**config.mk**
```make
export PLATFORM = sky130hd
export DESIGN_NAME = ghem_ram
export DESIGN_NICKNAME = d
export VERILOG_FILES = /design/src/design/greedy_heavy_edge_matching_macros.svh /design/src/design/ghem_ram.sv
export SDC_FILE = /design/constraint.sdc
export NUM_CORES = 2
export LEC_CHECK = 0
export BUFFER_PORTS_ARGS = -buffer_cell sky130_fd_sc_hd__buf_4
export CELL_PAD_IN_SITES_DETAIL_PLACEMENT = 0
export CELL_PAD_IN_SITES_GLOBAL_PLACEMENT = 1
export CORE_MARGIN = 3
export CORE_UTILIZATION = 41
export CTS_CLUSTER_DIAMETER = 40
export CTS_CLUSTER_SIZE = 40
export DETAILED_ROUTE_END_ITERATION = 10
export GPL_ROUTABILITY_DRIVEN = 0
export PLACE_DENSITY = 0.73
export SYNTH_ARGS = -nofsm -noshare
export SYNTH_HDL_FRONTEND = slang
export SYNTH_SLANG_ARGS = --single-unit
export TNS_END_PERCENT = 20
```
**constraint.sdc**
```tcl
create_clock -name i_clk -period 2.9 [get_ports i_clk]
set_clock_uncertainty 0.1 [all_clocks]
set_input_delay 0.29 -clock i_clk [delete_from_list [all_inputs] [get_ports i_clk]]
set_output_delay 0.29 -clock i_clk [all_outputs]
set_load 0.05 [all_outputs]
```
**src/design/greedy_heavy_edge_matching_macros.svh**
```systemverilog
// ----------------------------------------------------------------------------
// Greedy heavy-edge matching assertion macros
// Shared property wrappers, clocked on i_clk and held off during reset.
// ----------------------------------------------------------------------------
`ifndef GREEDY_HEAVY_EDGE_MATCHING_MACROS_SVH
`define GREEDY_HEAVY_EDGE_MATCHING_MACROS_SVH

// Same-cycle implication.
`define GHEM_ASSERT_IMP(label, ante, cons, msg) \
    label: assert property (@(posedge i_clk) disable iff (!i_rst_n) (ante) |-> (cons)) \
        else $error(msg);

// Next-cycle implication.
`define GHEM_ASSERT_NXT(label, ante, cons, msg) \
    label: assert property (@(posedge i_clk) disable iff (!i_rst_n) (ante) |=> (cons)) \
        else $error(msg);

`endif

```
**src/design/ghem_ram.sv**
```systemverilog
// ----------------------------------------------------------------------------
// ghem_ram
// Generic single-write, single-read RAM with a registered read port.
// ----------------------------------------------------------------------------
`timescale 1ns / 1ps
`default_nettype none

module ghem_ram #(
    parameter int WIDTH = 16,
    parameter int DEPTH = 128
) (
    input  wire logic                     i_clk,
    input  wire logic                     i_wr_en,
    input  wire logic [$clog2(DEPTH)-1:0] i_wr_addr,
    input  wire logic [WIDTH-1:0]         i_wr_data,
    input  wire logic                     i_rd_en,
    input  wire logic [$clog2(DEPTH)-1:0] i_rd_addr,
    output logic      [WIDTH-1:0]         o_rd_data
);

    logic [WIDTH-1:0] r_mem [DEPTH];

    // Write port and registered read port.
    always_ff @(posedge i_clk) begin
        if (i_wr_en) begin
            r_mem[i_wr_addr] <= i_wr_data;
        end
        if (i_rd_en) begin
            o_rd_data <= r_mem[i_rd_addr];
        end
    end

endmodule

`default_nettype wire

```
Word-level counts from Yosys, hierarchy flattened
Memories as Yosys holds them, arrays and structs flattened. A register that Yosys moved wholly into a read port is not among the register bits.
Index checks and enable logic that the tools add are counted.

word-level totals
  flip-flop bits (word level) = 0
  memory bits (writable) = 2,048
  memories kept = 1

memory list
  memory  depth  bits a word  rd ports  clocked after Yosys merged registers in  wr ports  RTL line        source
  r_mem   128    16           1         1                                        1         ghem_ram.sv:21  logic [WIDTH-1:0] r_mem [DEPTH];

operators by class
  multiplexer cells = 2

operators with widths
  kind               count
  1-bit two-way mux  2

Depth between registers and ports, before layout
  word-level depth = 2
  depth in mapped cells = 7
  gate-level depth less buffers = 4

Worst setup path before layout
No wires, ideal clock.

  kind = input to register
  from = in i_rd_addr[0]
  to = reg o_rd_data[0], read port of r_mem (data pin)
  library setup time = 0.260 ns
  arrival time = 2.665 ns
  setup slack = -0.124 ns
  stages on the path = 6
  buffers on the path = 2
  cell sequence = buf_2 > buf_1 > mux4_2 > mux4_2 > mux4_2 > mux2_2

RTL lines
  element          RTL line        source
  start, declared  ghem_ram.sv:17  input wire logic [$clog2(DEPTH)-1:0] i_rd_addr,
  end, declared    ghem_ram.sv:18  output logic [WIDTH-1:0] o_rd_data

==> results_dict.tcl <==
set metrics [dict create \
    setup_viol 0 \
    grt.overflow.total 0 \
    synthDistinctLibCells 16 \
    switching_power_w 0.0146 \
    period_needed_ns 2.72 \
    cts_tree "yes" \
    clk_latency_ns 0.86 \
    slew_headroom_pct 35.6 \
    hp-class "in -> reg" \
    vias 36200 \
    wl_per_cell_um 30.4 \
    portBuffers 48 \
    worstSetupPathType "reg -> reg" \
    setup.worst_path.start_class "flip-flop" \
    finalWorstSetupSlack_ns 0.181 \
    die_area_mm2 0.197 \
    num_io_pins 49 \
    cts_setup_buffers 0 \
    top_layer_used "met5" \
    dpl.hpwl_um 116000 \
    finalCritPeriodShare_pct 93.8 \
    syn_nets 3119 \
    drc 0 \
    cts_max_path_buffers 3 \
    end_kind "flip-flop" \
    drt_wl_total_um 191000 \
    synth_cells 3086 \
    nets 3614 \
    layout_common_cells "2064 x edfxtp_1, 672 x mux4_2, 293 x buf_4" \
    die_w_um 444 \
    synth_fa_ha_area_share_pct 0 \
    worstMarginPinSlew_ns 0.966 \
    grt_pass1_vias 36700 \
    met1Wirelength_um 75000 \
    powerDensity_mw_per_mm2 695 \
    drt_iter0_markers 4228 \
    final_common_cell "edfxtp_1" \
    syn2layout_area_growth_pct 19.3 \
    p_leak_nw 29.4 \
    row_count 160 \
    maxCapViolCount 0 \
    ys_seq_area_share_pct 78.8 \
    pre_cts_ws_ns -0.574 \
    hold_viol_final 0 \
    synthSimpleGateAreaFrac_pct 0.886 \
    power_frac_seq_pct 50.6 \
    firstDrtPassIters 6 \
    p_clk_share_pct 44.1 \
    h-tree-depth 4 \
    grt_usage_pct 19.6 \
    critPathRequiredTime_ns 3.40 \
    die_y_um 444 \
    fp.coreArea_mm2 0.190 \
    cp_max_fo 1 \
    p_sw_share_pct 22.3 \
    hold-worst-slack_ns 0.0732 \
    peakVddDrop_mv 0.552 \
    outcome "finished, final reports clean" \
    arrival_ns 3.22 \
    antenna_found_initial 25 \
    fill_cells 14600 \
    synth_seq_cells 2064 \
    p_int_w 0.0507 \
    power_frac_comb_pct 5.2 \
    ant_nets 0 \
    timing.final.max_slew_violations 0 \
    synth.avg_cell_area_um2 25.5 \
    synth_top_family_by_area "multiplexers" \
    drive_above_1_share_pct 41.3 \
    grt_max_degree 113 \
    start_util_pct 41.3 \
    rsz0062_at_grt "false" \
    dr_wl_met3_um 15200 \
    clock.fmax_mhz 368 \
    dr_wl_met2_um 95400 \
    cts.sinks 2064 \
    synth_xor_area_share_pct 0 \
    grt_pass1_wl_um 276000 \
    clkTransAtPathRegs_ns 0.06 \
    syn_area_mm2 0.0787 \
    cts_made_buffers 220 \
    synth_warnings 0 \
    synth_compound_area_share_pct 0 \
    cts_root_buf "clkbuf_16" \
    viasPerCell 5.74 \
    synth.area.mux_share_pct 19.5 \
]
## cell families after synthesis
| kind of cell | after synthesis |
|---|---|
| and+or+nand+nor | 170 |
| buffers and inverters | 164 |
| muxes | 688 |
| DFF | 2064 |
## stage by stage
stage / setup TNS, ns / utilization [%] / instances / cell area [um2] / total power [W]
floorplan: -0.204 / - / 3086 / 78800 / 0.0354
global placement: -6.85 / 45.2 / 5850 / 86000 / 0.0371
detailed placement: -6.84 / 45.2 / 5850 / 86000 / 0.0371
CTS: 0 / 49.3 / 6290 / 93900 / 0.0658
global route: 0 / 49.3 / 6294 / 93900 / 0.0673
finish: 0 / 49.3 / 6300 / 93900 / 0.0653
## repair_timing
item,4_1_cts,5_1_grt
gates resized for setup,0,0
hold buffers,20,0
endpoints found under the hold margin,932,0
## cell type report
type	count	area, um2	area share [%]
Timing Repair Buffer	437	4860	5.18
Multi-Input combinational cell	858	16200	17.2
Sequential cell	2064	62000	66.0
Clock inverter	188	2090	2.22
Tap cell	2511	3140	3.35
Antenna cell	10	25.0	0.0267
Clock buffer	232	5590	5.96
## cell usage after synthesis
library cell	number	area, um2
mux2_2	16	180
or3_1	1	6.26
clkbuf_1	82	308
buf_1	28	105
nand2b_1	2	12.5
nor2_1	122	458
mux4_2	672	15100
nand2_1	14	52.6
nand4_1	3	18.8
nor3_1	9	45.0
edfxtp_1	2064	62000
buf_2	52	260
nand3_1	12	60.1
buf_4	1	7.51
nor2b_1	7	43.8
buf_6	1	11.3
## worst max-delay path, cell delays in order (launching register included)
cell and delay, ns:
edfxtp_1 0.36, mux4_2 0.49, mux4_2 0.60, mux4_2 0.63, mux2_2 0.31
## flip-flops by register name (all words and copies together) (netlist names)
| signal | cells |
|---|---|
| o_rd_data | 16 |
| r_mem | 2048 |
## routing by layer
metal | GRT usage, % | up-vias
met5 | 0 | -
met4 | 6.87 | 4
met3 | 3.67 | 284
met2 | 31.6 | 1718
met1 | 26.9 | 19600
li1 | - | 14600
## power by group through the flow
| stage | registers [W] | clock network (W) | logic [W] |
|---|---|---|---|
| final | 0.0330 | 0.0288 | 0.00343 |
| after global routing | 0.0330 | 0.0306 | 0.00360 |
| after CTS | 0.0330 | 0.0293 | 0.00347 |
| after detailed placement | 0.0337 | 0 | 0.00344 |
| after global placement | 0.0337 | 0 | 0.00338 |
| after floorplan | 0.0337 | 0 | 0.00163 |
## path summary, 6_finish.rpt
path / from / endpoint / slack (ns) / cells after the start
max: r_mem[23][8] / o_rd_data[8] / 0.18 / 4
min: i_wr_addr[2] / r_mem[79][14] / 0.07 / 4
max reg2reg: r_mem[23][8] / o_rd_data[8] / 0.18 / 4
min reg2reg: r_mem[105][13] / o_rd_data[13] / 1.12 / 4
(Power assumes the default switching activity.)
