**config.mk**
```make
export PLATFORM = sky130hd
export DESIGN_NAME = ghem_loader
export DESIGN_NICKNAME = d
export VERILOG_FILES = /design/src/design/greedy_heavy_edge_matching_macros.svh /design/src/design/ghem_pkg.sv /design/src/design/ghem_loader.sv
export SDC_FILE = /design/constraint.sdc
export NUM_CORES = 1
export LEC_CHECK = 0
export ABC_CLOCK_PERIOD_IN_PS = 3080
export BUFFER_PORTS_ARGS = -buffer_cell sky130_fd_sc_hd__clkbuf_2
export CAP_MARGIN = 10
export CORE_ASPECT_RATIO = 2
export CORE_MARGIN = 8
export CORE_UTILIZATION = 39
export DETAILED_ROUTE_END_ITERATION = 10
export PLACE_DENSITY = 0.81
export SYNTH_ARGS = -nofsm -noshare
export SYNTH_HDL_FRONTEND = slang
export SYNTH_SLANG_ARGS = --single-unit
```
**constraint.sdc**
```tcl
create_clock -name i_clk -period 3.08 [get_ports i_clk]
set_clock_uncertainty 0.1 [all_clocks]
set_input_delay 0.77 -clock i_clk [delete_from_list [all_inputs] [get_ports i_clk]]
set_output_delay 0.77 -clock i_clk [all_outputs]
set_load 0.05 [all_outputs]
```
**src/design/greedy_heavy_edge_matching_macros.svh**
```systemverilog
// ----------------------------------------------------------------------------
// Greedy heavy-edge matching assertion macros
// Shared property wrappers, clocked on i_clk and held off during reset.
// ----------------------------------------------------------------------------
`ifndef GREEDY_HEAVY_EDGE_MATCHING_MACROS_SVH
`define GREEDY_HEAVY_EDGE_MATCHING_MACROS_SVH

// Same-cycle implication.
`define GHEM_ASSERT_IMP(label, ante, cons, msg) \
    label: assert property (@(posedge i_clk) disable iff (!i_rst_n) (ante) |-> (cons)) \
        else $error(msg);

// Next-cycle implication.
`define GHEM_ASSERT_NXT(label, ante, cons, msg) \
    label: assert property (@(posedge i_clk) disable iff (!i_rst_n) (ante) |=> (cons)) \
        else $error(msg);

`endif

```
**src/design/ghem_pkg.sv**
```systemverilog
// ----------------------------------------------------------------------------
// ghem_pkg
// Shared types and constants of the greedy heavy-edge matching block.
// ----------------------------------------------------------------------------
`timescale 1ns / 1ps
`default_nettype none

package ghem_pkg;

    // Default capacities.
    localparam int MAX_NODES_DEF = 128;
    localparam int MAX_EDGES_DEF = 1024;

    // Fixed field widths.
    localparam int CMD_W = 2;
    localparam int WGT_W = 16;
    localparam int NB_W  = 7;
    localparam int SQ_W  = 2 * WGT_W;
    localparam int PRD_W = SQ_W + WGT_W;

    // Command codes.
    typedef enum logic [CMD_W-1:0] {
        CMD_NODE = 2'd0,
        CMD_EDGE = 2'd1,
        CMD_RUN  = 2'd2
    } t_cmd;

    // One stored edge.
    typedef struct packed {
        logic [NB_W-1:0]  nb;
        logic             loc;
        logic [WGT_W-1:0] w;
    } t_edge;

    localparam int EDGE_DW = $bits(t_edge);

endpackage

`default_nettype wire

```
**src/design/ghem_loader.sv**
```systemverilog
// ----------------------------------------------------------------------------
// ghem_loader
// Appends node and edge transfers to the graph memories in row order.
// ----------------------------------------------------------------------------
`timescale 1ns / 1ps
`default_nettype none

module ghem_loader #(
    parameter int MAX_NODES = ghem_pkg::MAX_NODES_DEF,
    parameter int MAX_EDGES = ghem_pkg::MAX_EDGES_DEF
) (
    input  wire logic                           i_clk,
    input  wire logic                           i_rst_n,
    input  wire logic                           i_load,
    input  wire ghem_pkg::t_cmd                 i_cmd,
    input  wire logic [ghem_pkg::WGT_W-1:0]     i_node_weight,
    input  wire logic [ghem_pkg::NB_W-1:0]      i_neighbor,
    input  wire logic                           i_neighbor_local,
    input  wire logic [ghem_pkg::WGT_W-1:0]     i_edge_weight,
    output logic      [$clog2(MAX_NODES+1)-1:0] o_node_count,
    output logic                                o_wgt_wr_en,
    output logic      [$clog2(MAX_NODES)-1:0]   o_wgt_wr_addr,
    output logic      [ghem_pkg::WGT_W-1:0]     o_wgt_wr_data,
    output logic                                o_row_wr_en,
    output logic      [$clog2(MAX_NODES)-1:0]   o_row_wr_addr,
    output logic      [$clog2(MAX_EDGES+1)-1:0] o_row_wr_data,
    output logic                                o_edge_wr_en,
    output logic      [$clog2(MAX_EDGES)-1:0]   o_edge_wr_addr,
    output ghem_pkg::t_edge                     o_edge_wr_data
);

    import ghem_pkg::*;

    localparam int NAW = $clog2(MAX_NODES);
    localparam int NCW = $clog2(MAX_NODES + 1);
    localparam int EAW = $clog2(MAX_EDGES);
    localparam int ECW = $clog2(MAX_EDGES + 1);

    logic [NCW-1:0] r_node_count, n_node_count;
    logic [ECW-1:0] r_edge_count, n_edge_count;
    logic           r_row_open, n_row_open;
    logic [NCW-1:0] last_node;
    logic           node_room;
    logic           edge_room;

    assign last_node = r_node_count - NCW'(1);
    assign node_room = (r_node_count < NCW'(MAX_NODES));
    assign edge_room = (r_edge_count < ECW'(MAX_EDGES));

    // Decode one load transfer into memory writes and counter updates.
    always_comb begin
        n_node_count   = r_node_count;
        n_edge_count   = r_edge_count;
        n_row_open     = r_row_open;
        o_wgt_wr_en    = 1'b0;
        o_wgt_wr_addr  = r_node_count[NAW-1:0];
        o_wgt_wr_data  = i_node_weight;
        o_row_wr_en    = 1'b0;
        o_row_wr_addr  = r_node_count[NAW-1:0];
        o_row_wr_data  = r_edge_count;
        o_edge_wr_en   = 1'b0;
        o_edge_wr_addr = r_edge_count[EAW-1:0];
        o_edge_wr_data = '{nb: i_neighbor, loc: i_neighbor_local, w: i_edge_weight};
        if (i_load) begin
            unique case (i_cmd)
                CMD_NODE: begin
                    if (node_room) begin
                        o_wgt_wr_en  = 1'b1;
                        o_row_wr_en  = 1'b1;
                        n_node_count = r_node_count + NCW'(1);
                        n_row_open   = 1'b1;
                    end else begin
                        n_row_open = 1'b0;
                    end
                end
                CMD_EDGE: begin
                    if (r_row_open && (r_node_count != '0) && edge_room) begin
                        o_edge_wr_en  = 1'b1;
                        o_row_wr_en   = 1'b1;
                        o_row_wr_addr = last_node[NAW-1:0];
                        o_row_wr_data = r_edge_count + ECW'(1);
                        n_edge_count  = r_edge_count + ECW'(1);
                    end
                end
                default: begin
                end
            endcase
        end
    end

    // Counters and the open-row flag.
    always_ff @(posedge i_clk) begin
        if (!i_rst_n) begin
            r_node_count <= '0;
            r_edge_count <= '0;
            r_row_open   <= 1'b0;
        end else begin
            r_node_count <= n_node_count;
            r_edge_count <= n_edge_count;
            r_row_open   <= n_row_open;
        end
    end

    assign o_node_count = r_node_count;

endmodule

`default_nettype wire

```
-- Word level (Yosys, flattened, before mapping)
Cells that the tools add are included.
- flip-flop bits (word level): 20
- bits of input ports: 45
- word-level logic and storage cells: 29
- add/sub/neg operators: 3
- magnitude comparators: 2
- eq/ne operators: 1
- muxes and demuxes: 14
- reduce and logical (&&, ||, !) cells: 6
- operators by type and width (kind ; count):
    11-bit 2-to-1 mux ; 3
    7-bit 2-to-1 mux ; 3
    11-bit by 1-bit adder with 11-bit output (second input constant) ; 1
    11-bit less-than comparator (second input constant) ; 1
    8-bit by 1-bit adder with 8-bit output (second input constant) ; 1
    8-bit less-than comparator (second input constant) ; 1
    8-bit nonzero test ; 1
    1-bit 2-to-1 mux ; 7
    7-bit by 1-bit subtractor with 7-bit output (second input constant) ; 1
    3-bit AND reduction ; 1
    2-bit by 1-bit equality test with 1-bit output (second input constant) ; 1
    1-bit logical AND ; 2
    2-bit logical NOT ; 1
    1-bit case mux with 2 select lines ; 1
    2-bit AND reduction ; 1

-- Longest topological paths before layout
- word-level depth: 6
- mapped depth: 7
- gate-level depth less buffers: 7

-- Worst setup path after synthesis
OpenSTA, ideal clock, no wires.
- kind: reg-to-output
- start: reg r_node_count[0] (netlist: o_node_count[0])
- end: out o_row_wr_data[2]
- data arrival time: 2.904 ns
- required time: 2.210 ns
- path slack: -0.694 ns
- cell stages (with the launch flop): 8
- cell sequence: dfxtp_1 inv_1 ha_1 nor3b_1 a211o_1 inv_2 nand2_1 xnor2_1
- cells in the longest elaborated chain, start to end: 6
- ends and longest elaborated chain (element ; line ; RTL):
    start: declaration ; ghem_loader.sv:39 ; logic [NCW-1:0] r_node_count, n_node_count;
    start signal: assignment ; ghem_loader.sv:98 ; r_node_count <= n_node_count;
    8-bit nonzero test ; ghem_loader.sv:77 ; if (r_row_open && (r_node_count != '0) && edge_room) begin
    1-bit logical AND (2 in series) ; ghem_loader.sv:77 ;
    11-bit 2-to-1 mux ; ghem_loader.sv:77 ;
    11-bit 2-to-1 mux ; ghem_loader.sv:65 ; unique case (i_cmd)
    11-bit 2-to-1 mux ; -- ;
    end: declaration ; ghem_loader.sv:26 ; output logic [$clog2(MAX_EDGES+1)-1:0] o_row_wr_data,
Every way passes these cells.

-- Worst setup path after layout
- start: in i_cmd[1]
- end: out o_row_wr_data[6]
- cells in the longest elaborated chain, start to end: 3
- ends and longest elaborated chain (element ; line ; RTL):
    start: declaration ; ghem_loader.sv:15 ; input wire ghem_pkg::t_cmd i_cmd,
    2-bit by 1-bit equality test with 1-bit output ; ghem_loader.sv:65 ;
    11-bit 2-to-1 mux ; ghem_loader.sv:65 ;
    11-bit 2-to-1 mux ; -- ;
Every way passes these cells.

==> metrics <==
layout cells sized above 1 a little under three fifths; CTS tree built; Worst EP arrival around 2.2 ns; CP max FO 4; Final Wtd Congestion around 0.83; kind of critical path in2out; final WL 4150 um; number of global-route vias before repair between 1000 and 1500; Async SR Flop Fraction 0%; setup violators final 0; insertion delay to the later sink of the worst-skew pair 0.26 ns; number of distinct library cells after synthesis 37; Worst-Margin Slew ~0.37 ns; Avg Cell Area, Syn 8.28 um2; initial antenna violation count 0; Startpoint Class primary input; maximum VDD drop approximately 0.2 mV; Synth Cell Area between 1500 and 2000 um2; Post-synth top flop dfxtp_1; Hold Path Class reg2reg; clock share of power about 39%; sequential share of power between 40% and 50%; initial core utilization 40.5%; Post-synth EDFFs 0; fin. max-slew vios 0; DP Wirelength 3310 um; minimum clock period after layout ~3 ns; core area around 4000 um2; global routing's busiest layer met2; Routed Antenna Nets 0; Initial DRT Pass Iterations 4; Pleak about 0.95 nW; max-cap violations 0; unrepaired setup endpoints after global routing no; status finished, final reports clean; CP required ~2.2 ns; Max transition margin around 76%; synthesized flop and latch total 20; first-pass GRT wire length around 6400 um; met2 Resource Use GR between 20% and 30%; wire per inst around 17 um; sw power between 0.1 and 0.15 mW; CTS max path bufs 2; area of the multi-input gates between 900 and 1000 um2; PD cells between 200 and 300 nW/um2; post-DR vias/cell ~5.1; DRC viols 0; Syn Inst Count 190; Ant. Diodes 0; FP Rows 32; Nets 245; Syn Nets 239; I/O pin count around 130; Total GRT Usage 13.2%; internal cell power between 0.3 and 0.4 mW; hold slack approximately 0.43 ns; H-tree depth 1; Comb pwr share a little under an eighth; clock sink total 20; Max Fclk between 0.3 and 0.4 GHz; Seq. cell area 412 um2; fillers ~390; clk root buf clkbuf_8; drt initial violations 26; routed vias 1249; sequential share of the synthesized area roughly a quarter; total power approximately 0.52 mW; # port buffers 50; final hold violations 0; crit share post-route a little over nine tenths; switching power share of the total 24.4%; area delta synth->final 26.5%; die area 6450 um2; Die Span Y around 110 um; GRT Residual Overflow 0; Die W just over 60 um; Ys Warns 0; GR Util met3 around 3.2%; clock slew at reported path FFs 0.08 ns; largest net degree at the start of global routing 15; Num CTS Buffers 3; nature of the critical path endpoint primary output; met1 usage a little under an eighth
cells in the final DEF, fill, tap and decap left out, types with 4 or more instances in the layout:
cell,n
a21oi_1,5
dfxtp_1,15
buf_4,15
nor2_1,11
nand2_1,13
buf_12,10
xor2_1,5
and2_1,5
xnor2_2,7
nand2b_1,4
ha_1,4
mux2i_1,4
clkbuf_2,35
clkbuf_8,5
cells in the mapped netlist, types with 3 or more instances:
master,number,area [um2]
dfxtp_1,20,400
xnor2_1,11,96.3
inv_1,3,11.3
nor2_1,11,41.3
buf_4,57,428
nand3_1,5,25.0
a21oi_1,5,25.0
and2_1,5,31.3
nand2b_1,4,25.0
buf_2,3,15.0
nand4_1,3,18.8
xor2_1,7,61.3
and3_1,3,18.8
o21ai_0,3,15.0
nand2_1,17,63.8
ha_1,4,50.1
mux2i_1,4,40.0
nand4b_1,3,26.3
sequential cells by signal (all words and copies together) (netlist names):
register      flops
o_node_count      8
r_row_open        1
r_edge_count     11
power by group through the flow:
stage	Combinational (mW)	Clock, mW	Sequential (mW)
finish	0.0589	0.202	0.260
global route	0.0633	0.223	0.260
CTS	0.0562	0.206	0.260
detailed placement	0.0514	0	0.268
global placement	0.0507	0	0.268
floorplan	0.170	0	0.271
final cells by class:
| type | count | share of cell area [%] |
|---|---|---|
| clock buffers | 4 | 2.77 |
| inverters | 4 | 0.880 |
| multi-input cells | 103 | 45.6 |
| flip-flops and latches | 20 | 20.7 |
| repair buffers | 64 | 26.9 |
| well taps | 51 | 3.21 |
through the flow:
stage               area (um2)  setup TNS, ns  utilization (%)  worst slack (ns)  cells
floorplan                 1700              0                -            0.0141    190
finish                    1990              0             51.3            0.0462    246
global route              1990              0             51.3           0.00388    246
CTS                       1910       -0.00711             49.2          -0.00711    245
global placement          1790        -0.0349             46.1           -0.0349    239
detailed placement        1790        -0.0485             46.1           -0.0465    239
what timing repair did:
| item | 4_1_cts | 5_1_grt |
|---|---|---|
| pin swaps | 0 | 7 |
| gates resized for setup | 10 | 24 |
| endpoints found under the setup margin | 10 | 15 |
| hold buffers | 0 | 0 |
| setup buffers | 2 | 1 |
| hold endpoints to repair | 0 | 0 |
metal layers:
| layer | vias to the layer above | share of wire [%] |
|---|---|---|
| li1 | 579 | - |
| met1 | 589 | 32 |
| met2 | 57 | 54 |
| met3 | 24 | 8.9 |
| met4 | 0 | 5.3 |
| met5 | - | 0 |
path summary, 6_finish.rpt:
path                         from          endpoint  slack (ns)  depth (start not counted)
setup / recovery         i_cmd[1]  o_row_wr_data[6]        0.05                          6
hold / removal    r_edge_count[8]   r_edge_count[8]        0.43                          2
setup reg to reg  o_node_count[0]   r_edge_count[1]        1.06                          8
hold reg to reg   r_edge_count[8]   r_edge_count[8]        0.43                          2
worst max-delay path, cell delays in order:
cell and delay (ns):
clkbuf_2 0.08, nand4b_1 0.17, a211o_1 0.35, or4_4 0.54, nand2_2 0.11, buf_12 0.14
logic make-up after synthesis:
kind of cell | Yosys count | share of synthesized area (%)
compound gates | 14 | 5.64
xor+xnor | 18 | 10.0
fa+ha+maj | 4 | 3.18
buf+inv | 67 | 30.3
flops | 20 | 25.4
mux | 5 | 3.50
simple gates | 62 | 21.9
(Power assumes the default switching activity.)
