## src/design/greedy_heavy_edge_matching_macros.svh

```systemverilog
// ----------------------------------------------------------------------------
// Greedy heavy-edge matching assertion macros
// Shared property wrappers, clocked on i_clk and held off during reset.
// ----------------------------------------------------------------------------
`ifndef GREEDY_HEAVY_EDGE_MATCHING_MACROS_SVH
`define GREEDY_HEAVY_EDGE_MATCHING_MACROS_SVH

// Same-cycle implication.
`define GHEM_ASSERT_IMP(label, ante, cons, msg) \
    label: assert property (@(posedge i_clk) disable iff (!i_rst_n) (ante) |-> (cons)) \
        else $error(msg);

// Next-cycle implication.
`define GHEM_ASSERT_NXT(label, ante, cons, msg) \
    label: assert property (@(posedge i_clk) disable iff (!i_rst_n) (ante) |=> (cons)) \
        else $error(msg);

`endif

```

## src/design/ghem_pkg.sv

```systemverilog
// ----------------------------------------------------------------------------
// ghem_pkg
// Shared types and constants of the greedy heavy-edge matching block.
// ----------------------------------------------------------------------------
`timescale 1ns / 1ps
`default_nettype none

package ghem_pkg;

    // Default capacities.
    localparam int MAX_NODES_DEF = 128;
    localparam int MAX_EDGES_DEF = 1024;

    // Fixed field widths.
    localparam int CMD_W = 2;
    localparam int WGT_W = 16;
    localparam int NB_W  = 7;
    localparam int SQ_W  = 2 * WGT_W;
    localparam int PRD_W = SQ_W + WGT_W;

    // Command codes.
    typedef enum logic [CMD_W-1:0] {
        CMD_NODE = 2'd0,
        CMD_EDGE = 2'd1,
        CMD_RUN  = 2'd2
    } t_cmd;

    // One stored edge.
    typedef struct packed {
        logic [NB_W-1:0]  nb;
        logic             loc;
        logic [WGT_W-1:0] w;
    } t_edge;

    localparam int EDGE_DW = $bits(t_edge);

endpackage

`default_nettype wire

```

## src/design/ghem_matcher.sv

```systemverilog
// ----------------------------------------------------------------------------
// ghem_matcher
// Run sequencer: walks the stored rows, rates candidates and emits pairs.
// ----------------------------------------------------------------------------
`timescale 1ns / 1ps
`default_nettype none
`include "greedy_heavy_edge_matching_macros.svh"

module ghem_matcher #(
    parameter int MAX_NODES = ghem_pkg::MAX_NODES_DEF,
    parameter int MAX_EDGES = ghem_pkg::MAX_EDGES_DEF
) (
    input  wire logic                           i_clk,
    input  wire logic                           i_rst_n,
    input  wire logic                           i_run,
    input  wire logic [$clog2(MAX_NODES+1)-1:0] i_node_count,
    output logic                                o_busy,
    output logic                                o_row_rd_en,
    output logic      [$clog2(MAX_NODES)-1:0]   o_row_rd_addr,
    input  wire logic [$clog2(MAX_EDGES+1)-1:0] i_row_rd_data,
    output logic                                o_edge_rd_en,
    output logic      [$clog2(MAX_EDGES)-1:0]   o_edge_rd_addr,
    input  wire ghem_pkg::t_edge                i_edge_rd_data,
    output logic                                o_wgt_rd_en,
    output logic      [$clog2(MAX_NODES)-1:0]   o_wgt_rd_addr,
    input  wire logic [ghem_pkg::WGT_W-1:0]     i_wgt_rd_data,
    output logic                                o_strobe,
    output logic      [ghem_pkg::NB_W-1:0]      o_first_node,
    output logic      [ghem_pkg::NB_W-1:0]      o_partner_node,
    output logic                                o_pair_valid,
    output logic                                o_last
);

    import ghem_pkg::*;

    localparam int NAW = $clog2(MAX_NODES);
    localparam int NCW = $clog2(MAX_NODES + 1);
    localparam int EAW = $clog2(MAX_EDGES);
    localparam int ECW = $clog2(MAX_EDGES + 1);
    localparam int CW  = NB_W + 1;

    typedef enum logic [11:0] {
        S_IDLE      = 12'b0000_0000_0001,
        S_INIT      = 12'b0000_0000_0010,
        S_NODE_RD   = 12'b0000_0000_0100,
        S_NODE_WAIT = 12'b0000_0000_1000,
        S_EDGE_RD   = 12'b0000_0001_0000,
        S_EDGE_CHK  = 12'b0000_0010_0000,
        S_MUL_SQ    = 12'b0000_0100_0000,
        S_MUL_L     = 12'b0000_1000_0000,
        S_MUL_R     = 12'b0001_0000_0000,
        S_CMP       = 12'b0010_0000_0000,
        S_NODE_END  = 12'b0100_0000_0000,
        S_FLUSH     = 12'b1000_0000_0000
    } t_state;

    t_state                r_state, n_state;
    logic [MAX_NODES-1:0]  r_matched;
    logic [NAW-1:0]        r_n;
    logic [ECW-1:0]        r_start;
    logic [ECW-1:0]        r_end;
    logic [ECW-1:0]        r_j;
    logic                  r_have_best;
    logic [NB_W-1:0]       r_best_nb;
    logic [SQ_W-1:0]       r_best_sq;
    logic [WGT_W-1:0]      r_best_nw;
    logic [NB_W-1:0]       r_cand_nb;
    logic [WGT_W-1:0]      r_cand_w;
    logic [SQ_W-1:0]       r_sq;
    logic [WGT_W-1:0]      r_nw;
    logic [PRD_W-1:0]      r_lhs;
    logic [PRD_W-1:0]      r_rhs;
    logic                  r_pend_valid;
    logic [NB_W-1:0]       r_pend_first;
    logic [NB_W-1:0]       r_pend_partner;
    logic                  r_out_strobe, n_out_strobe;
    logic [NB_W-1:0]       r_out_first;
    logic [NB_W-1:0]       r_out_partner;
    logic                  r_out_pair_valid;
    logic                  r_out_last;

    logic                  candidate;
    logic [ECW-1:0]        j_next;
    logic                  row_done;
    logic                  last_node;
    logic [SQ_W-1:0]       mul_a;
    logic [WGT_W-1:0]      mul_b;
    logic [PRD_W-1:0]      mul_p;
    logic [MAX_NODES-1:0]  match_set;

    // Candidate test on the edge word just read.
    assign candidate = i_edge_rd_data.loc
                    && (CW'(i_edge_rd_data.nb) < CW'(i_node_count))
                    && (i_edge_rd_data.nb != NB_W'(r_n))
                    && !r_matched[i_edge_rd_data.nb[NAW-1:0]];

    assign j_next    = r_j + ECW'(1);
    assign row_done  = (j_next >= r_end);
    assign last_node = ((NCW'(r_n) + NCW'(1)) == i_node_count);

    // A result leaves when a held pair is pushed out by a new one, or at flush.
    assign n_out_strobe = (r_state == S_FLUSH)
                       || ((r_state == S_NODE_END) && r_have_best && r_pend_valid);

    // Flags set by a new pair: the visited node and its partner.
    always_comb begin
        match_set                     = '0;
        match_set[r_n]                = 1'b1;
        match_set[r_best_nb[NAW-1:0]] = 1'b1;
    end

    // Memory read ports.
    assign o_row_rd_en    = (r_state == S_NODE_RD);
    assign o_row_rd_addr  = r_n;
    assign o_edge_rd_en   = (r_state == S_EDGE_RD);
    assign o_edge_rd_addr = r_j[EAW-1:0];
    assign o_wgt_rd_en    = (r_state == S_EDGE_CHK);
    assign o_wgt_rd_addr  = i_edge_rd_data.nb[NAW-1:0];

    // Shared multiplier: candidate square, then the two cross products.
    always_comb begin
        unique case (r_state)
            S_MUL_L: begin
                mul_a = r_sq;
                mul_b = r_best_nw;
            end
            S_MUL_R: begin
                mul_a = r_best_sq;
                mul_b = r_nw;
            end
            default: begin
                mul_a = SQ_W'(r_cand_w);
                mul_b = r_cand_w;
            end
        endcase
    end

    assign mul_p = mul_a * mul_b;

    // Next-state logic of the run sequencer.
    always_comb begin
        n_state = r_state;
        unique case (r_state)
            S_IDLE:      if (i_run) n_state = S_INIT;
            S_INIT:      n_state = (i_node_count == '0) ? S_FLUSH : S_NODE_RD;
            S_NODE_RD:   n_state = S_NODE_WAIT;
            S_NODE_WAIT: begin
                if (r_matched[r_n] || (i_row_rd_data <= r_start)) begin
                    n_state = S_NODE_END;
                end else begin
                    n_state = S_EDGE_RD;
                end
            end
            S_EDGE_RD:   n_state = S_EDGE_CHK;
            S_EDGE_CHK: begin
                if (candidate) begin
                    n_state = S_MUL_SQ;
                end else begin
                    n_state = row_done ? S_NODE_END : S_EDGE_RD;
                end
            end
            S_MUL_SQ:    n_state = S_MUL_L;
            S_MUL_L:     n_state = S_MUL_R;
            S_MUL_R:     n_state = S_CMP;
            S_CMP:       n_state = row_done ? S_NODE_END : S_EDGE_RD;
            S_NODE_END:  n_state = last_node ? S_FLUSH : S_NODE_RD;
            S_FLUSH:     n_state = S_IDLE;
            default:     n_state = S_IDLE;
        endcase
    end

    // Control registers.
    always_ff @(posedge i_clk) begin
        if (!i_rst_n) begin
            r_state      <= S_IDLE;
            r_matched    <= '0;
            r_pend_valid <= 1'b0;
            r_have_best  <= 1'b0;
            r_out_strobe <= 1'b0;
        end else begin
            r_state      <= n_state;
            r_out_strobe <= n_out_strobe;
            unique case (r_state)
                S_INIT: begin
                    r_matched    <= '0;
                    r_pend_valid <= 1'b0;
                end
                S_NODE_WAIT: begin
                    r_have_best <= 1'b0;
                end
                S_CMP: begin
                    if (!r_have_best || (r_lhs > r_rhs)) begin
                        r_have_best <= 1'b1;
                    end
                end
                S_NODE_END: begin
                    if (r_have_best) begin
                        r_matched    <= r_matched | match_set;
                        r_pend_valid <= 1'b1;
                    end
                end
                default: begin
                end
            endcase
        end
    end

    // Datapath registers: row bounds, candidate, best so far and result.
    always_ff @(posedge i_clk) begin
        unique case (r_state)
            S_INIT: begin
                r_n     <= '0;
                r_start <= '0;
            end
            S_NODE_WAIT: begin
                r_end <= i_row_rd_data;
                r_j   <= r_start;
            end
            S_EDGE_CHK: begin
                r_cand_nb <= i_edge_rd_data.nb;
                r_cand_w  <= i_edge_rd_data.w;
                if (!candidate) begin
                    r_j <= j_next;
                end
            end
            S_MUL_SQ: begin
                r_sq <= mul_p[SQ_W-1:0];
                r_nw <= i_wgt_rd_data;
            end
            S_MUL_L: begin
                r_lhs <= mul_p;
            end
            S_MUL_R: begin
                r_rhs <= mul_p;
            end
            S_CMP: begin
                if (!r_have_best || (r_lhs > r_rhs)) begin
                    r_best_nb <= r_cand_nb;
                    r_best_sq <= r_sq;
                    r_best_nw <= r_nw;
                end
                r_j <= j_next;
            end
            S_NODE_END: begin
                if (r_have_best) begin
                    r_out_first      <= r_pend_first;
                    r_out_partner    <= r_pend_partner;
                    r_out_pair_valid <= 1'b1;
                    r_out_last       <= 1'b0;
                    r_pend_first     <= NB_W'(r_n);
                    r_pend_partner   <= r_best_nb;
                end
                if (r_end > r_start) begin
                    r_start <= r_end;
                end
                r_n <= r_n + NAW'(1);
            end
            S_FLUSH: begin
                r_out_first      <= r_pend_valid ? r_pend_first : '0;
                r_out_partner    <= r_pend_valid ? r_pend_partner : '0;
                r_out_pair_valid <= r_pend_valid;
                r_out_last       <= 1'b1;
            end
            default: begin
            end
        endcase
    end

    assign o_busy         = (r_state != S_IDLE);
    assign o_strobe       = r_out_strobe;
    assign o_first_node   = r_out_first;
    assign o_partner_node = r_out_partner;
    assign o_pair_valid   = r_out_pair_valid;
    assign o_last         = r_out_last;

    // A run always closes with a final transfer.
    `GHEM_ASSERT_NXT(a_flush_closes, r_state == S_FLUSH, r_out_strobe && r_out_last, "run end without final transfer")
    // A lone marker only ever closes a run.
    `GHEM_ASSERT_IMP(a_lone_is_last, r_out_strobe && !r_out_pair_valid, r_out_last, "lone marker not last")
    // A pair never joins a node to itself.
    `GHEM_ASSERT_IMP(a_pair_distinct, r_out_strobe && r_out_pair_valid, r_out_first != r_out_partner, "self pair")
    // The matched flags start clear on every run.
    `GHEM_ASSERT_NXT(a_init_clears, r_state == S_INIT, r_matched == '0, "flags not cleared at run start")
    // The edge pointer stays inside the current row while scanning.
    `GHEM_ASSERT_IMP(a_j_in_row, r_state == S_EDGE_RD || r_state == S_EDGE_CHK, r_j < r_end, "edge pointer out of row")

endmodule

`default_nettype wire

```

## config.mk

```make
export PLATFORM = sky130hd
export DESIGN_NAME = ghem_matcher
export DESIGN_NICKNAME = d
export VERILOG_FILES = /design/src/design/ghem_pkg.sv /design/src/design/ghem_matcher.sv
export VERILOG_INCLUDE_DIRS = /design/src /design/src/design
export SDC_FILE = /design/constraint.sdc
export NUM_CORES = 2
export LEC_CHECK = 0
export ABC_AREA = 1
export ABC_CLOCK_PERIOD_IN_PS = 6500
export BUFFER_PORTS_ARGS = -buffer_cell sky130_fd_sc_hd__buf_2
export CORE_ASPECT_RATIO = 0.8
export CORE_MARGIN = 3
export CORE_UTILIZATION = 25
export DETAILED_ROUTE_END_ITERATION = 8
export PLACE_DENSITY = 0.45
export SLEW_MARGIN = 20
export SYNTH_ARGS = -nofsm -noshare
export SYNTH_HDL_FRONTEND = slang
export SYNTH_SLANG_ARGS = --single-unit
```

## constraint.sdc

```tcl
create_clock -name i_clk -period 6.5 [get_ports i_clk]
set_input_delay 1.95 -clock i_clk [delete_from_list [all_inputs] [get_ports i_clk]]
set_output_delay 1.95 -clock i_clk [all_outputs]
set_load 0.01 [all_outputs]
```

== Word level (Yosys, flattened, before mapping) ==
Cells that the tools add are included.
Widths: inputs -> output; s select.

* Flip-flop bits (word level): 435
* Bits in latches: 0
* RAM bits: 0
* ROM bits: 0
* Input port bits: 62
* Output and inout bits: 45
* Memories kept: 0

* Add/sub/neg operators: 3
* Multiply operators: 1
* Div/mod/pow operators: 0
* $lt $le $gt $ge: 10
* Equality and inequality tests: 20
* Shift-type cells: 0
* Mux-type cells: 37
* Bitwise operators: 2
* Reduce and logical (&&, ||, !) cells: 24

{| class="wikitable"
|+ Operators with widths
! cell !! number
|-
| $or 128x128->128 || 2
|-
| $pmux 128 s2 || 1
|-
| $pmux 12 s11 || 1
|-
| $mux 128 || 1
|-
| $pmux 32 s2 || 1
|-
| $mux 11 || 5
|-
| $gt 48x48->1 || 1
|-
| $mul 32x16->48 || 1
|-
| $pmux 7 s2 || 3
|-
| $mux 12 || 3
|-
| $pmux 11 s3 || 1
|-
| $pmux 16 s2 || 1
|-
| $mux 7 || 4
|-
| $lt 7x8->1 const B || 3
|-
| $pmux 11 s2 || 1
|-
| $bmux 1 s7 || 2
|-
| $demux 1 s7 || 2
|-
| $ge 7x1->1 const B || 2
|-
| $reduce_and 2->1 || 7
|-
| $eq 12x1->1 const B || 1
|-
| $eq 12x10->1 const B || 1
|-
| $eq 12x11->1 const B || 1
|-
| $eq 12x12->1 const B || 1
|-
| $eq 12x2->1 const B || 1
|-
| 27 further kinds || 50
|}

== Longest topological paths before layout ==
* Word-level depth: 8
* Gate-level depth with buffers: 40
* Depth with buffers taken out: 37

== Worst setup path before layout ==
OpenSTA, ideal clock, no wires.

* Path type: register to register
* From: register r_state[9]
* To: register r_lhs[41] (data pin)
* Arrival time: 6.827 ns
* Path slack: -0.591 ns
* Cell stages (with the launch flop): 35
* Buffers on the path: 1
* Clock period less this slack: 7.091 ns
* Cell sequence: dfxtp_1 inv_1 nand2_1 nor2_2 nand2_1 inv_2 nand2_8 inv_4 buf_2 nand2_1 nand3_1 nand2_2 inv_2 nand2_1 fa_1 inv_1 fa_1 inv_1 fa_1 inv_1 fa_1 fa_1 inv_1 fa_1 inv_1 ha_1 a21oi_1 o21ai_0 o21ai_0 o211ai_1 a21oi_1 inv_1 nand3_1 nand2_1 xor2_1

* Longest elaborated chain between the ends: 3
* Elaborated cells on any way between the ends: 5
* Those cells by class: mul (1); eq/ne (2); mux (2)

{| class="wikitable"
|+ RTL lines
! item !! line !! text
|-
| from (decl) || ghem_matcher.sv:57 || <nowiki>t_state r_state, n_state;</nowiki>
|-
| from (signal assigned) || ghem_matcher.sv:181 || <nowiki>r_state <= n_state;</nowiki>
|-
| $eq 12x9->1 or $eq 12x8->1 (tied branches) || ghem_matcher.sv:122 || <nowiki>unique case (r_state)</nowiki>
|-
| $pmux 32 s2 or $pmux 16 s2 (tied branches) || ghem_matcher.sv:122 ||
|-
| $mul 32x16->48 (*) || ghem_matcher.sv:138 || <nowiki>assign mul_p = mul_a * mul_b;</nowiki>
|-
| named net mul_p[41] || ghem_matcher.sv:88 || <nowiki>logic [PRD_W-1:0] mul_p;</nowiki>
|-
| to (signal assigned) || ghem_matcher.sv:231 || <nowiki>r_lhs <= mul_p;</nowiki>
|-
| to (decl) || ghem_matcher.sv:71 || <nowiki>logic [PRD_W-1:0] r_lhs;</nowiki>
|}

Mark *: on every way through the listed nets, which the timed path passes. The rest lies on a longest branch.
A chain may end at the register's enable or synchronous reset.

== Final worst setup path ==
* From: register r_state[11]
* To: register r_rhs[46] (data pin)

* Longest elaborated chain between the ends: 3
* Elaborated cells on any way between the ends: 5
* Those cells by class: mul (1); eq/ne (2); mux (2)

{| class="wikitable"
|+ RTL lines
! item !! line !! text
|-
| $eq 12x9->1 or $eq 12x8->1 (tied branches) || ghem_matcher.sv:122 ||
|-
| $pmux 32 s2 or $pmux 16 s2 (tied branches) || ghem_matcher.sv:122 ||
|-
| $mul 32x16->48 (*) || ghem_matcher.sv:138 ||
|-
| named net mul_p[46] || ghem_matcher.sv:88 ||
|-
| to (signal assigned) || ghem_matcher.sv:234 || <nowiki>r_rhs <= mul_p;</nowiki>
|-
| to (decl) || ghem_matcher.sv:72 || <nowiki>logic [PRD_W-1:0] r_rhs;</nowiki>
|}

Marks and branches as above.

==> results.py <==
metrics = {
    "run_status": {
        "outcome": "finished with violations",
        "violations": "negative setup slack",
    },
    "global_routing": {
        "grtUsageTotal": 0.174,
        "gr-total-overflow": 0,
        "antenna_found_initial": 4,
        "grt_max_degree": 65,
        "grt_pass1_vias": 32900,
        "grt_pass1_wl_mm": 212,
    },
    "worst_hold_path": {
        "min_path_cells": 0,
        "hold_class": "register to register",
    },
    "sta": {
        "tightest_slew_ns": 1.19,
        "maxSlewHeadroom": 0.205,
        "fmax_ghz": 0.141,
        "maxSlewViolCount": 0,
        "finalWorstSetupSlack_ns": -0.604,
        "hold_slack_ns": 0.418,
        "rsz0062_at_grt": "yes",
        "post-route-period-util": 1.09,
        "setup_viol": 87,
        "hold_viol": 0,
        "skew_ns": 0.0936,
        "min_period_ns": 7.10,
    },
    "cts": {
        "hold_buffers": 0,
        "htreeDepth": 2,
        "cts_root_buf": "clkbuf_16",
        "clkTransAtPathRegs_ns": 0.06,
        "clockBufferDepth": 3,
        "cts_buffers": 52,
        "clock-sinks": 435,
        "cts_tree": "yes",
        "clk-insertion-delay-late_ns": 0.67,
    },
    "critical_path": {
        "r2r_setup_slack_ns": -0.60,
        "slowest_stage": "fa_1",
        "worstSetupEndpointType": "register",
        "arrival_ns": 7.49,
        "reg2reg_depth": 31,
        "worstPathRequired_ns": 6.89,
        "cpMostUsedCell": "fa_1",
        "cp-start-kind": "register",
        "crit_path_max_incr_delay_ns": 0.59,
        "crit_path_max_fanout": 6,
        "worst-setup-path-type": "register to register",
    },
    "synth": {
        "ys_async_sr_fraction": 0,
        "synth_top_family_by_area": "adder cells",
        "synth-edff-count": 292,
        "synth-seq-cells": 435,
        "synth_compound_area_frac": 0.114,
        "synth_simple_gate_area_frac": 0.172,
        "avgSynthCellArea_um2": 8.78,
        "synth_mux_area_frac": 0,
        "synth.cell_area_um2": 38600,
        "synthXorXnorAreaFrac": 0.0147,
        "ys.flop_type": "edfxtp_1",
        "synth.distinct_cells": 65,
        "yosys_warnings": 0,
        "synth_adder_area_share": 0.285,
        "synthesis.instances": 4396,
        "synthesis.nets": 5085,
        "yosysSeqAreaShare": 0.301,
    },
    "cells_and_area": {
        "fin_cells": 6952,
        "antenna_cells": 0,
        "layout-drive-gt1-share": 0.246,
        "area_growth_pct": 27.6,
        "finish.instance_area_um2": 49200,
        "fin_nets": 5582,
    },
    "drt": {
        "dr.pass1.iters": 5,
        "wire_per_inst_um": 20.0,
        "drc": 0,
        "ant_nets": 0,
        "vias": 32400,
        "drt-total-wl_mm": 139,
        "viasPerCell": 4.66,
        "drt-initial-drc-count": 2464,
    },
    "floorplanning": {
        "die_area_um2": 159000,
        "dieWidth_um": 445,
        "io_pins": 107,
        "die_h_um": 357,
        "row_count": 128,
        "core_area_um2": 153000,
        "start_util": 0.253,
    },
    "run": {
        "drv_cap": 0,
    },
    "placed_design": {
        "place_inst": 6775,
        "post-place-ws_ns": -1.39,
        "dp_hpwl_mm": 104,
        "port_buffers": 106,
        "place_congestion": 0.907,
        "placed_area_um2": 44400,
    },
    "power": {
        "peakVddDrop_v": 0.000180,
        "p_per_area_nw_per_um2": 131,
        "power_leakage_nw": 20.9,
        "power_mw": 6.43,
    },
}
[placed cells by master (no fill, tap or decap), drive strengths merged, types with 4 or more instances in the layout]
master,n
o31ai,4
bufinv,8
xor2,43
inv,875
nor2,426
a22o,10
o211ai,5
xnor2,22
or2,16
a221oi,103
o21a,13
a22oi,8
ha,209
nor3,30
nor4,18
a2111oi,90
o21ai,138
dfxtp,143
a21o,4
buf,626
o22ai,32
nand3,186
edfxtp,292
nand2,903
a31oi,17
fa,418
a21oi,155
clkbuf,69
nand4,17
clkinv,22
o221ai,6
[flip-flops by register name, indices dropped and copies added (netlist names), 7 cells and up]
register        flops
r_best_nw          16
r_end              11
r_best_sq          32
r_lhs              48
o_row_rd_addr       7
r_best_nb           7
r_cand_nb           7
r_pend_partner      7
r_matched         128
o_first_node        7
r_j                11
r_start            11
r_rhs              48
r_nw               16
r_sq               32
o_partner_node      7
r_cand_w           16
r_pend_first        7
r_state            12
[path summary, 6_finish.rpt]
path                             to                startpoint
max             r_rhs[46]$_DFFE_PN_  r_state[11]$_SDFFE_PN0P_
min          r_best_nb[2]$_DFFE_PP_    r_cand_nb[2]$_DFFE_PP_
max reg2reg     r_rhs[46]$_DFFE_PN_  r_state[11]$_SDFFE_PN0P_
min reg2reg  r_best_nb[2]$_DFFE_PP_    r_cand_nb[2]$_DFFE_PP_
[metrics by stage]
stage | utilization | TNS (ns)
floorplan | - | -0.0156
global placement | 0.291 | -72.56
detailed placement | 0.291 | -71.18
CTS | 0.317 | -33.36
global route | 0.322 | -55.78
finish | 0.322 | -31.95
[metal layers]
layer / share of wire / up-vias / wire (um) / global-route usage
met5: 0.00017 / - / 23 / 0
met4: 0.020 / 4 / 2830 / 0.0346
met3: 0.070 / 173 / 9750 / 0.0328
met2: 0.42 / 1010 / 58900 / 0.257
met1: 0.49 / 16000 / 67700 / 0.263
li1: - / 15200 / - / -
[area by class of cell]
type	count	area (um2)
fill	16000	104000
multi-input combinational	2897	24600
sequential	435	11600
timing repair buffer	629	5280
inverter	878	3380
tap	2015	2520
clock buffer	68	1410
clock inverter	30	429
[repair_timing]
| action | CTS | global route |
|---|---|---|
| pin swaps | 92 | 73 |
| endpoints found under the hold margin | 0 | 0 |
| setup buffers | 52 | 18 |
| setup endpoints to repair | 98 | 99 |
| cloned | 8 | 1 |
| gates resized for setup | 348 | 161 |
[critical path, delay by kind of cell, from the launching register on]
kind | cells | cell delay [ns]
DFF | 1 | 0.33
and+or+nand+nor | 8 | 0.87
xor gates and xnor gates | 1 | 0.32
adders and majority gates | 7 | 3.45
buffers and inverters | 10 | 0.97
AOI/OAI and AO/OA | 5 | 0.89
[power by group]
group,total (mW),switching [mW],internal [mW]
registers,2.93,0.00565,2.93
logic,0.322,0.235,0.0875
clock network,3.17,1.31,1.87
total,6.43,1.55,4.88
[cell families (layout without fill, tap and decap cells)]
family | count (synthesis) | in the layout
buf+inv | 1066 | 1605
simple gates | 1600 | 1602
fa+ha+maj | 627 | 627
xor+xnor | 65 | 65
flops | 435 | 435
compound gates | 603 | 603
[cells in the mapped netlist (all sizes together) (10+ instances only)]
| cell | instances | share of area |
|---|---|---|
| nand2 | 901 | 0.090 |
| inv | 874 | 0.085 |
| nor2 | 426 | 0.042 |
| fa | 418 | 0.22 |
| edfxtp | 292 | 0.23 |
| ha | 209 | 0.068 |
| nand3 | 186 | 0.025 |
| a21oi | 155 | 0.020 |
| dfxtp | 143 | 0.074 |
| buf | 140 | 0.023 |
| o21ai | 138 | 0.018 |
| a221oi | 103 | 0.023 |
| a2111oi | 90 | 0.030 |
| clkbuf | 48 | 0.0047 |
| xor2 | 43 | 0.0098 |
| o22ai | 32 | 0.0058 |
| nor3 | 30 | 0.0051 |
| xnor2 | 22 | 0.0050 |
| nor4 | 18 | 0.0033 |
| a31oi | 17 | 0.0028 |
| nand4 | 17 | 0.0028 |
| or2 | 16 | 0.0027 |
| o21a | 13 | 0.0025 |
| a22o | 10 | 0.0023 |
Power figures use the tool's default switching activity.
